### config.mk
export PLATFORM = sky130hd
export DESIGN_NAME = dvru_ram
export DESIGN_NICKNAME = d
export VERILOG_FILES = /design/src/rtl/dvru_ram.sv
export SDC_FILE = /design/constraint.sdc
export NUM_CORES = 1
export LEC_CHECK = 0
export ABC_AREA = 1
export BUFFER_PORTS_ARGS = -buffer_cell sky130_fd_sc_hd__clkbuf_2
export CORE_UTILIZATION = 60
export CTS_CLUSTER_DIAMETER = 30
export DETAILED_ROUTE_END_ITERATION = 12
export HOLD_SLACK_MARGIN = 0.03
export PLACE_DENSITY = 0.89
export SLEW_MARGIN = 15
export SYNTH_ARGS = -nofsm -noshare
export SYNTH_HDL_FRONTEND = slang
export SYNTH_SLANG_ARGS = --single-unit
export TNS_END_PERCENT = 50
### constraint.sdc
create_clock -name clk -period 1.8 [get_ports clk]
set_input_delay 0.18 -clock clk [delete_from_list [all_inputs] [get_ports clk]]
set_output_delay 0.18 -clock clk [all_outputs]
set_load 0.05 [all_outputs]
### src/rtl/dvru_ram.sv
`default_nettype none
module dvru_ram #(
  parameter int WIDTH = 8,
  parameter int DEPTH = 16
) (
  input  wire logic                     clk,
  input  wire logic                     wr_en,
  input  wire logic [$clog2(DEPTH)-1:0] wr_addr,
  input  wire logic [WIDTH-1:0]         wr_data,
  input  wire logic [$clog2(DEPTH)-1:0] rd_addr,
  output logic      [WIDTH-1:0]         rd_data
);

  logic [WIDTH-1:0] mem [DEPTH];

  always_ff @(posedge clk) begin
    if (wr_en) begin
      mem[wr_addr] <= wr_data;
    end
    rd_data <= mem[rd_addr];
  end

endmodule
`default_nettype wire

==> results.py, run 1 <==
metrics = {
    "outcome": {
        "outcome": "finished clean",
    },
    "pwr": {
        "comb_power_share": 0.067,
        "irDropWorstVdd_uv": 651.6,
        "switching_share": 0.2245,
        "power_uw": 7453,
        "internal_power_uw": 5780,
        "clkPwrFrac": 0.454,
        "p_seq_frac": 0.478,
        "p_leak_uw": 0.002924,
        "power_switching_uw": 1673,
        "p_per_area_mw_per_mm2": 1119,
    },
    "critical_path": {
        "crit_buf_inv": 1,
        "crit_start": "rd_data[4]",
        "r2r-start": "mem[11][5]",
        "endpoint_kind": "output port",
        "crit_path_end": "rd_data[4]",
        "rr_endpoint": "rd_data[5]",
        "reg2reg_depth": 6,
        "cpLargestDelayFamily": "flip-flops",
        "cp_max_fo": 1,
        "required_ns": 1.62,
        "crit_chain": "clkbuf_2",
        "r2r_setup_slack_ns": 0.65,
        "critPathLaunchType": "flop",
        "critPathSlowestCell": "dfxtp_1",
        "cp_num_cells": 1,
        "criticalPathCategory": "reg2out",
        "slowest_delay_ns": 0.35,
        "crit_arrival_ns": 1.16,
    },
    "cells_and_area": {
        "drive_above_1_share": 0.1334,
        "syn2layout_area_growth_pct": 15.53,
        "final_net_count": 612,
        "diodes": 0,
    },
    "logic_synthesis": {
        "synth_cell_types": 12,
        "synth_compound_area_frac": 0,
        "yosysTopAreaCell": "edfxtp_1",
        "syn_inst": 551,
        "syn_area_mm2": 0.005767,
        "synthMuxAreaShare": 0,
        "synth_area_per_cell_um2": 10.47,
        "synth_area_leaders": "edfxtp_1 67%, nand2_1 11%, nand3_1 8.4%",
        "yosysTopAreaCellShare": 0.6665,
        "seq_area_frac_synth": 0.6943,
        "synth-seq-cells": 136,
        "synth_warnings": 0,
        "synth_xor_area_frac": 0,
        "synth_fa_ha_area_frac": 0,
        "synth_top_family_by_area": "simple AND/OR/NAND/NOR gates",
        "synth_fp_nets": 569,
        "synth-simple-area-share": 0.2105,
    },
    "clocking": {
        "post_cts_resized": 0,
        "cts.hold.buffers_added": 0,
        "root_buffer": "clkbuf_8",
        "clk_pin_slew_ns": 0.06,
        "htree_levels": 4,
        "cts_sinks": 136,
        "worstSkewPairLatency_ns": 0.52,
        "post-cts-setup-buffer-count": 0,
        "cts_tree": "done",
        "ctsLongestPathBuffers": 2,
        "cts_made_buffers": 17,
    },
    "sta": {
        "drv_slew": 0,
        "setup_viol": 0,
        "skew_ns": 0.006113,
        "hold_viol_final": 0,
        "maxSlewHeadroom": 0.5655,
        "tns_ns": 0,
        "fmax_mhz": 744.7,
        "grt_setup_unrepaired": "false",
        "worst_pin_slew_ns": 0.6508,
        "period_share": 0.7460,
        "fin_crit_ns": 1.343,
    },
    "global_route": {
        "grt_pass1_vias": 4086,
        "grt_max_degree": 43,
        "track_usage": 0.2966,
        "grt_pass1_wl_mm": 21.20,
        "antenna_found_initial": 0,
        "grt-ovfl-total": 0,
    },
    "die": {
        "dieArea_mm2": 0.01001,
        "initial_utilization": 0.6212,
        "fp.coreArea_mm2": 0.009284,
        "rows": 35,
        "die_w_um": 100.0,
        "die_y_um": 100.0,
        "ioPinCount": 26,
    },
    "placed_design": {
        "dpl.hpwl_mm": 7.777,
        "gp_routability_congestion": 0.8097,
        "port_buffers": 25,
    },
    "detailed_routing": {
        "vias": 4109,
        "ant_nets": 0,
        "drc": 0,
        "drt_wl_total_mm": 13.56,
        "drt-pass1-iter-count": 7,
        "viasPerCell": 5.583,
        "wl_per_cell_um": 18.42,
        "drtIter0Drc": 467,
    },
    "job": {
        "maxCapViolCount": 0,
    },
    "hold_path": {
        "min_path_type": "in2reg",
    },
}
-- cells in the mapped netlist --
master and count:
nand3_1 97, nand3b_1 2, buf_6 6, inv_2 2
nor2_1 17, inv_1 100, buf_2 13, dfxtp_1 8
edfxtp_1 128, buf_4 4, nand2_1 173, buf_1 1
-- worst min path at each step --
stage | startpoint | cells past startpoint | end | slack [ns]
floorplan | wr_data[0] | 0 | mem[0][0] | 0.28
global placement | rd_addr[3] | 3 | rd_data[6] | 0.60
detailed placement | rd_addr[3] | 3 | rd_data[3] | 0.60
CTS | rd_addr[3] | 3 | rd_data[3] | 0.04
global route | rd_addr[3] | 3 | rd_data[3] | 0.09
finish | rd_addr[3] | 3 | rd_data[3] | 0.07
-- kinds of logic after synthesis --
kind of cell / count (synthesis)
DFF: 136
and+or+nand+nor: 289
buffers and inverters: 126
-- power groups by stage --
stage          clock network [uW]  logic (uW)  registers [uW]
3_3_place_gp                    0         464            3630
5_1_grt                      3510         544            3570
2_1_floorplan                   0         250            3700
6_report                     3390         503            3560
3_5_place_dp                    0         485            3630
4_1_cts                      3400         494            3560
-- stage by stage --
stage / hold slack, ns / setup slack, ns / instance area [um2] / std cells / utilization
finish: 0.07342 / 0.4572 / 6663 / 736 / 0.7177
global route: 0.08980 / 0.4306 / 6663 / 736 / 0.7177
CTS: 0.04351 / 0.4430 / 6663 / 736 / 0.7177
detailed placement: 0.6011 / 0.4492 / 6072 / 704 / 0.6540
global placement: 0.5954 / 0.5022 / 6072 / 704 / 0.6540
floorplan: 0.2789 / 0.6692 / 5767 / 551 / -
-- flip-flops by register name, indices dropped and copies added (netlist names) --
name     cells
rd_data      8
mem        128
-- cell usage in the layout (no fill, tap or decap), drive strengths merged --
cell / count
nand2: 173
bufinv: 2
clkinv: 5
edfxtp: 128
inv: 102
nand3: 97
buf: 23
dfxtp: 8
clkbuf: 46
nand3b: 2
clkinvlp: 4
nor2: 17
-- layer usage --
| layer | vias to the layer above | track usage | wire length, um |
|---|---|---|---|
| met1 | 1902 | 0.3892 | 5128 |
| met2 | 294 | 0.4674 | 6588 |
| met3 | 52 | 0.06337 | 1366 |
| met5 | - | 0 | 0 |
| li1 | 1861 | - | - |
| met4 | 0 | 0.1650 | 474 |
-- cell type report --
type,instances,area [um2]
fillers,598,2621
well taps,129,161.4
clock inverters,11,121.4
inverters,102,382.9
repair buffers,48,310.3
flip-flops and latches,136,4004
clock buffers,21,469.2
multi-input cells,289,1214
Note: power is estimated with default switching activity, not from simulation.
==> inputs of run 2 (changes only) <==
- ABC_AREA: 1 -> 0
- CORE_UTILIZATION: 60 -> 54
- PLACE_DENSITY: 0.89 -> 0.85
- clock period: 1.8 -> 1.2 ns (I/O delays scaled with it)
==> run 2 against run 1 <==
- the flow now finishes with violations (negative setup slack)
- setup slack got worse by 0.55 ns
- final cell count down 40%
- clock power grew 41%
- critical endpoint is now rd_data[3]
- largest cell class unchanged
- highest routed layer unchanged
==> results.py, run 2 <==
metrics = {
    "die": {
        "initial_utilization": 0.5571,
        "ioPinCount": 26,
        "die_y_um": 99.64,
        "die_w_um": 99.64,
        "rows": 35,
        "fp.coreArea_mm2": 0.009240,
        "dieArea_mm2": 0.009927,
    },
    "detailed_routing": {
        "ant_nets": 0,
        "dr_wl_met2_mm": 4.894,
        "viasPerCell": 5.895,
        "drt-pass1-iter-count": 5,
        "wl_per_cell_um": 22.71,
        "drc": 0,
        "highest_layer": "met4",
        "vias": 2588,
        "m1WireLength_mm": 3.944,
        "drtIter0Drc": 247,
        "drt_wl_total_mm": 9.970,
        "dr_wl_met3_um": 917,
    },
    "logic_synthesis": {
        "seq_area_frac_synth": 0.7778,
        "synth_area_per_cell_um2": 22.48,
        "synth_cell_types": 19,
        "ys_top_cells_by_count": "128 x edfxtp_1, 18 x mux4_2, 16 x a22oi_1",
        "synth-seq-cells": 136,
        "synth_ff_type": "edfxtp_1",
        "syn_area_mm2": 0.005147,
        "synth_fp_nets": 247,
        "synth_warnings": 0,
        "synthArstFlopShare": 0,
        "syn_inst": 229,
        "yosysTopAreaCell": "edfxtp_1",
        "synth_most_common_cell": "edfxtp_1",
        "synth_area_leaders": "edfxtp_1 75%, mux4_2 7.9%, mux4_1 7.1%",
        "yosysTopAreaCellShare": 0.7467,
        "synth-edff-count": 128,
    },
    "clocking": {
        "post-cts-setup-buffer-count": 0,
        "root_buffer": "clkbuf_8",
        "ctsLongestPathBuffers": 2,
        "worstSkewPairLatency_ns": 0.52,
        "clk_pin_slew_ns": 0.06,
        "cts_made_buffers": 17,
        "cts_tree": "done",
        "cts_sinks": 136,
        "htree_levels": 4,
    },
    "global_route": {
        "grt_pass1_vias": 2694,
        "antenna_found_initial": 0,
        "track_usage": 0.2233,
        "grt_max_degree": 21,
        "grt-ovfl-total": 0,
        "grt_pass1_wl_mm": 15.19,
    },
    "outcome": {
        "violations": "negative setup slack",
        "outcome": "complete, but fails checks",
    },
    "sta": {
        "maxSlewHeadroom": 0.3618,
        "drv_slew": 0,
        "skew_ns": 0.008897,
        "finalWorstSetupSlack_ns": -0.09100,
        "grt_setup_unrepaired": "true",
        "hold_viol_final": 0,
        "fin_crit_ns": 1.291,
        "period_share": 1.076,
        "fmax_mhz": 774.6,
        "setup_viol": 8,
        "worst_pin_slew_ns": 0.9537,
    },
    "pwr": {
        "internal_power_uw": 8530,
        "power_switching_uw": 2294,
        "comb_power_share": 0.065,
        "p_per_area_mw_per_mm2": 1716,
        "clkPwrFrac": 0.441,
        "p_leak_uw": 0.002121,
        "p_seq_frac": 0.494,
        "switching_share": 0.2119,
        "power_uw": 10820,
        "irDropWorstVdd_uv": 999.6,
    },
    "placed_design": {
        "dp_slack_ns": -0.3590,
        "gp_routability_congestion": 0.7734,
        "dpl.hpwl_mm": 6.138,
        "port_buffers": 25,
        "placed_cell_area_mm2": 0.005654,
    },
    "critical_path": {
        "critPathLaunchType": "flop",
        "required_ns": 1.59,
        "crit_arrival_ns": 1.68,
        "cp_max_fo": 1,
        "criticalPathCategory": "reg2reg",
        "endpoint_kind": "flop",
    },
    "cells_and_area": {
        "final_common_cell": "edfxtp_1",
        "syn2layout_area_growth_pct": 22.56,
        "final_net_count": 315,
        "diodes": 0,
        "stdcell_area_mm2": 0.006309,
        "reg_top3": "mem (128), rd_data (8)",
        "largest_reg_flops": 128,
        "largest_register": "mem",
        "drive_above_1_share": 0.4258,
        "mostFrequentLayoutCells": "128 x edfxtp_1, 30 x mux4_2, 26 x buf_4",
    },
    "job": {
        "maxCapViolCount": 0,
    },
    "hold_path": {
        "min_path_type": "in2reg",
    },
}
-- run 2: per-layer routing --
layer | vias up | GRT usage
li1 | 1099 | -
met1 | 1316 | 0.2942
met2 | 152 | 0.3504
met3 | 21 | 0.07098
met4 | 0 | 0.08937
met5 | - | 0
-- run 2: final cells by class --
type / instances / area, um2
sequential: 136 / 4005
fill: 547 / 2932
multi-input combinational: 83 / 1094
timing repair buffer: 59 / 495.5
clock buffer: 18 / 417.9
tap: 129 / 161.4
clock inverter: 14 / 135.1
-- run 2: kinds of logic (layout without fill, tap and decap cells) --
group | after synthesis | in the layout | synth area share
and+or+nand+nor | 35 | 35 | 0.03184
AOI/OAI and AO/OA | 16 | 16 | 0.02334
muxes | 32 | 32 | 0.1502
DFF | 136 | 136 | 0.7778
buffers and inverters | 10 | 91 | 0.01677
-- run 2: worst max-delay path, stage by stage, from the launching register on --
cell and delay (ns):
edfxtp_1 0.39, mux4_2 0.48, a22oi_2 0.21, nand2_1 0.09
-- run 2: per-stage QoR --
stage	setup TNS [ns]	util	hold WS (ns)	std cells
2_1_floorplan	-1.783	-	0.2189	229
3_3_place_gp	-6.413	0.6119	0.5109	402
3_5_place_dp	-8.788	0.6119	0.5615	402
4_1_cts	-0.5543	0.6821	0.03077	439
5_1_grt	-0.8305	0.6827	0.04531	439
6_report	-0.5216	0.6827	0.04038	439
-- run 2: repair_timing --
action,in CTS,in global routing
endpoints found under the hold margin,54,0
pin swaps,7,2
setup endpoints to repair,16,11
resized for setup,34,4
gates cloned,0,0
hold buffers,5,0
-- run 2: worst paths after layout --
kind               from          to  slack, ns  depth (start not counted)
max           mem[2][3]  rd_data[3]      -0.09                          3
min          wr_data[4]   mem[5][4]       0.04                          1
max reg2reg   mem[2][3]  rd_data[3]      -0.09                          3
min reg2reg  mem[15][5]  rd_data[5]       0.67                          3
-- run 2: power by group through the flow --
| stage | sequential, uW | clock [uW] | combinational, uW |
|---|---|---|---|
| 2_1_floorplan | 5540 | 0 | 274 |
| 4_1_cts | 5350 | 4840 | 702 |
| 6_report | 5350 | 4770 | 703 |
| 3_5_place_dp | 5440 | 0 | 621 |
| 3_3_place_gp | 5440 | 0 | 601 |
| 5_1_grt | 5360 | 5030 | 744 |
==> inputs of run 3 (changes only) <==
- CELL_PAD_IN_SITES_DETAIL_PLACEMENT: unset -> 1
- CELL_PAD_IN_SITES_GLOBAL_PLACEMENT: unset -> 2
- CORE_ASPECT_RATIO: unset -> 2
- CORE_UTILIZATION: 54 -> 43
==> run 3 against run 2 <==
- the run still ends with negative setup slack left
- power down 0.64%
- highest routed layer unchanged
- sequential share of layout area up 0.51 points
- flip-flop and latch count unchanged
- largest cell class unchanged
==> results.py, run 3 (same netlist as run 2, synthesis figures left out) <==
metrics = {
    "outcome": {
        "outcome": "complete, but fails checks",
        "violations": "negative setup slack",
    },
    "cells_and_area": {
        "stdcell_area_mm2": 0.006256,
        "mostFrequentLayoutCells": "128 x edfxtp_1, 30 x mux4_2, 27 x buf_4",
        "reg_top3": "mem (128), rd_data (8)",
        "final_net_count": 314,
        "largest_reg_flops": 128,
        "syn2layout_area_growth_pct": 21.54,
        "diodes": 0,
        "drive_above_1_share": 0.4304,
        "final_common_cell": "edfxtp_1",
        "largest_register": "mem",
    },
    "critical_path": {
        "r2r_setup_slack_ns": -0.07,
        "r2r-start": "mem[3][3]",
        "crit_arrival_ns": 1.57,
        "rr_endpoint": "rd_data[3]",
        "critPathLaunchType": "flop",
        "reg2reg_depth": 3,
        "critPathSlowestCell": "mux4_2",
        "cp_max_fo": 1,
        "cpLargestDelayFamily": "multiplexers",
        "crit_chain": "mux4_2, a22oi_2, nand2_1",
        "endpoint_kind": "flop",
        "required_ns": 1.50,
        "criticalPathCategory": "reg2reg",
        "crit_buf_inv": 0,
        "slowest_delay_ns": 0.51,
    },
    "detailed_routing": {
        "viasPerCell": 5.500,
        "drc": 0,
        "drt_wl_total_mm": 11.27,
        "ant_nets": 0,
        "wl_per_cell_um": 24.82,
        "drtIter0Drc": 185,
        "drt-pass1-iter-count": 4,
        "vias": 2497,
    },
    "global_route": {
        "antenna_found_initial": 0,
        "grt_max_degree": 18,
        "met3_usage": 0.04198,
        "grt_use_met1": 0.2287,
        "grt_busiest_layer": "met2",
        "grt_pass1_vias": 2818,
        "grt_pass1_wl_mm": 17.18,
        "track_usage": 0.2053,
        "use_met2": 0.3719,
        "grt-ovfl-total": 0,
    },
    "clocking": {
        "root_buffer": "clkbuf_16",
        "worstSkewPairLatency_ns": 0.42,
        "cts_made_buffers": 17,
        "clk_pin_slew_ns": 0.06,
        "post-cts-setup-buffer-count": 0,
        "htree_levels": 4,
        "cts_sinks": 136,
        "ctsLongestPathBuffers": 2,
        "cts.hold.buffers_added": 0,
        "cts_tree": "done",
    },
    "die": {
        "die_y_um": 156.7,
        "fp.coreArea_mm2": 0.01170,
        "ioPinCount": 26,
        "dieArea_mm2": 0.01244,
        "rows": 56,
        "die_w_um": 79.37,
        "initial_utilization": 0.4399,
    },
    "placed_design": {
        "gp_routability_congestion": 0.7762,
        "port_buffers": 25,
        "placed_cell_area_mm2": 0.005717,
        "dpl.hpwl_mm": 7.753,
    },
    "sta": {
        "fmax_mhz": 790.0,
        "drv_slew": 0,
        "worst_pin_slew_ns": 0.9849,
        "tns_ns": -0.3588,
        "period_share": 1.055,
        "maxSlewHeadroom": 0.3410,
        "grt_setup_unrepaired": "true",
        "finalWorstSetupSlack_ns": -0.06586,
        "hold_viol_final": 0,
        "setup_viol": 8,
        "hold_ws_ns": 0.1308,
        "skew_ns": 0.01191,
        "fin_crit_ns": 1.266,
    },
    "pwr": {
        "p_per_area_mw_per_mm2": 1719,
        "p_leak_uw": 0.002110,
        "irDropWorstVdd_uv": 1196,
    },
    "job": {
        "maxCapViolCount": 0,
    },
    "hold_path": {
        "min_path_type": "in2reg",
        "hold_start": "wr_data[3]",
        "whs_path_depth": 1,
        "hold-path-endpoint": "mem[4][3]",
    },
}
## run 3: cell count changes in the layout (fill, tap and decap cells not counted), sizes merged
cell         change
clkbuf           +2
bufinv           -2
dlygate4sd3      -5
clkinvlp         -2
inv              +6
buf              +1
clkinv           -1
## run 3: layer usage
metal,vias up,share of wire
met5,-,0
met4,0,0.014
met3,11,0.024
met2,62,0.59
met1,1326,0.37
li1,1098,-
## run 3: cell type report
| cell class | instances | area [um2] |
|---|---|---|
| flip-flops and latches | 136 | 4004 |
| well taps | 145 | 181.4 |
| multi-input cells | 83 | 1079 |
| fillers | 1014 | 5445 |
| repair buffers | 58 | 447.9 |
| clock buffers | 17 | 425.4 |
| clock inverters | 15 | 118.9 |
## run 3: per-stage QoR
step	setup WS [ns]	std cells	utilization	power, uW
3_3_place_gp	-0.3098	422	0.4886	6061
6_report	-0.06586	454	0.5346	10750
5_1_grt	-0.1166	454	0.5346	11070
4_1_cts	-0.08150	454	0.5341	10870
2_1_floorplan	-0.1116	229	-	5818
3_5_place_dp	-0.3834	422	0.4886	6099
## run 3: what timing repair did
| action | 4_1_cts | 5_1_grt |
|---|---|---|
| pin swaps | 8 | 4 |
| setup endpoints to repair | 8 | 8 |
| resized for setup | 17 | 3 |
## run 3: where the power goes
part	leakage [uW]	internal (uW)	switching, uW
Combinational	0.000627	258	418
Sequential	0.00122	5310	32.6
Clock	0.000259	2680	2060
## run 3: how the worst max path moves through the flow
| stage | endpoint | startpoint | slack [ns] | depth (start not counted) |
|---|---|---|---|---|
| 2_1_floorplan | mem[4][0] | wr_addr[3] | -0.11 | 2 |
| 3_3_place_gp | rd_data[2] | rd_addr[0] | -0.31 | 5 |
| 3_5_place_dp | rd_data[2] | rd_addr[0] | -0.38 | 5 |
| 4_1_cts | rd_data[6] | mem[0][6] | -0.08 | 3 |
| 5_1_grt | rd_data[3] | mem[3][3] | -0.12 | 3 |
| 6_report | rd_data[3] | mem[3][3] | -0.07 | 3 |
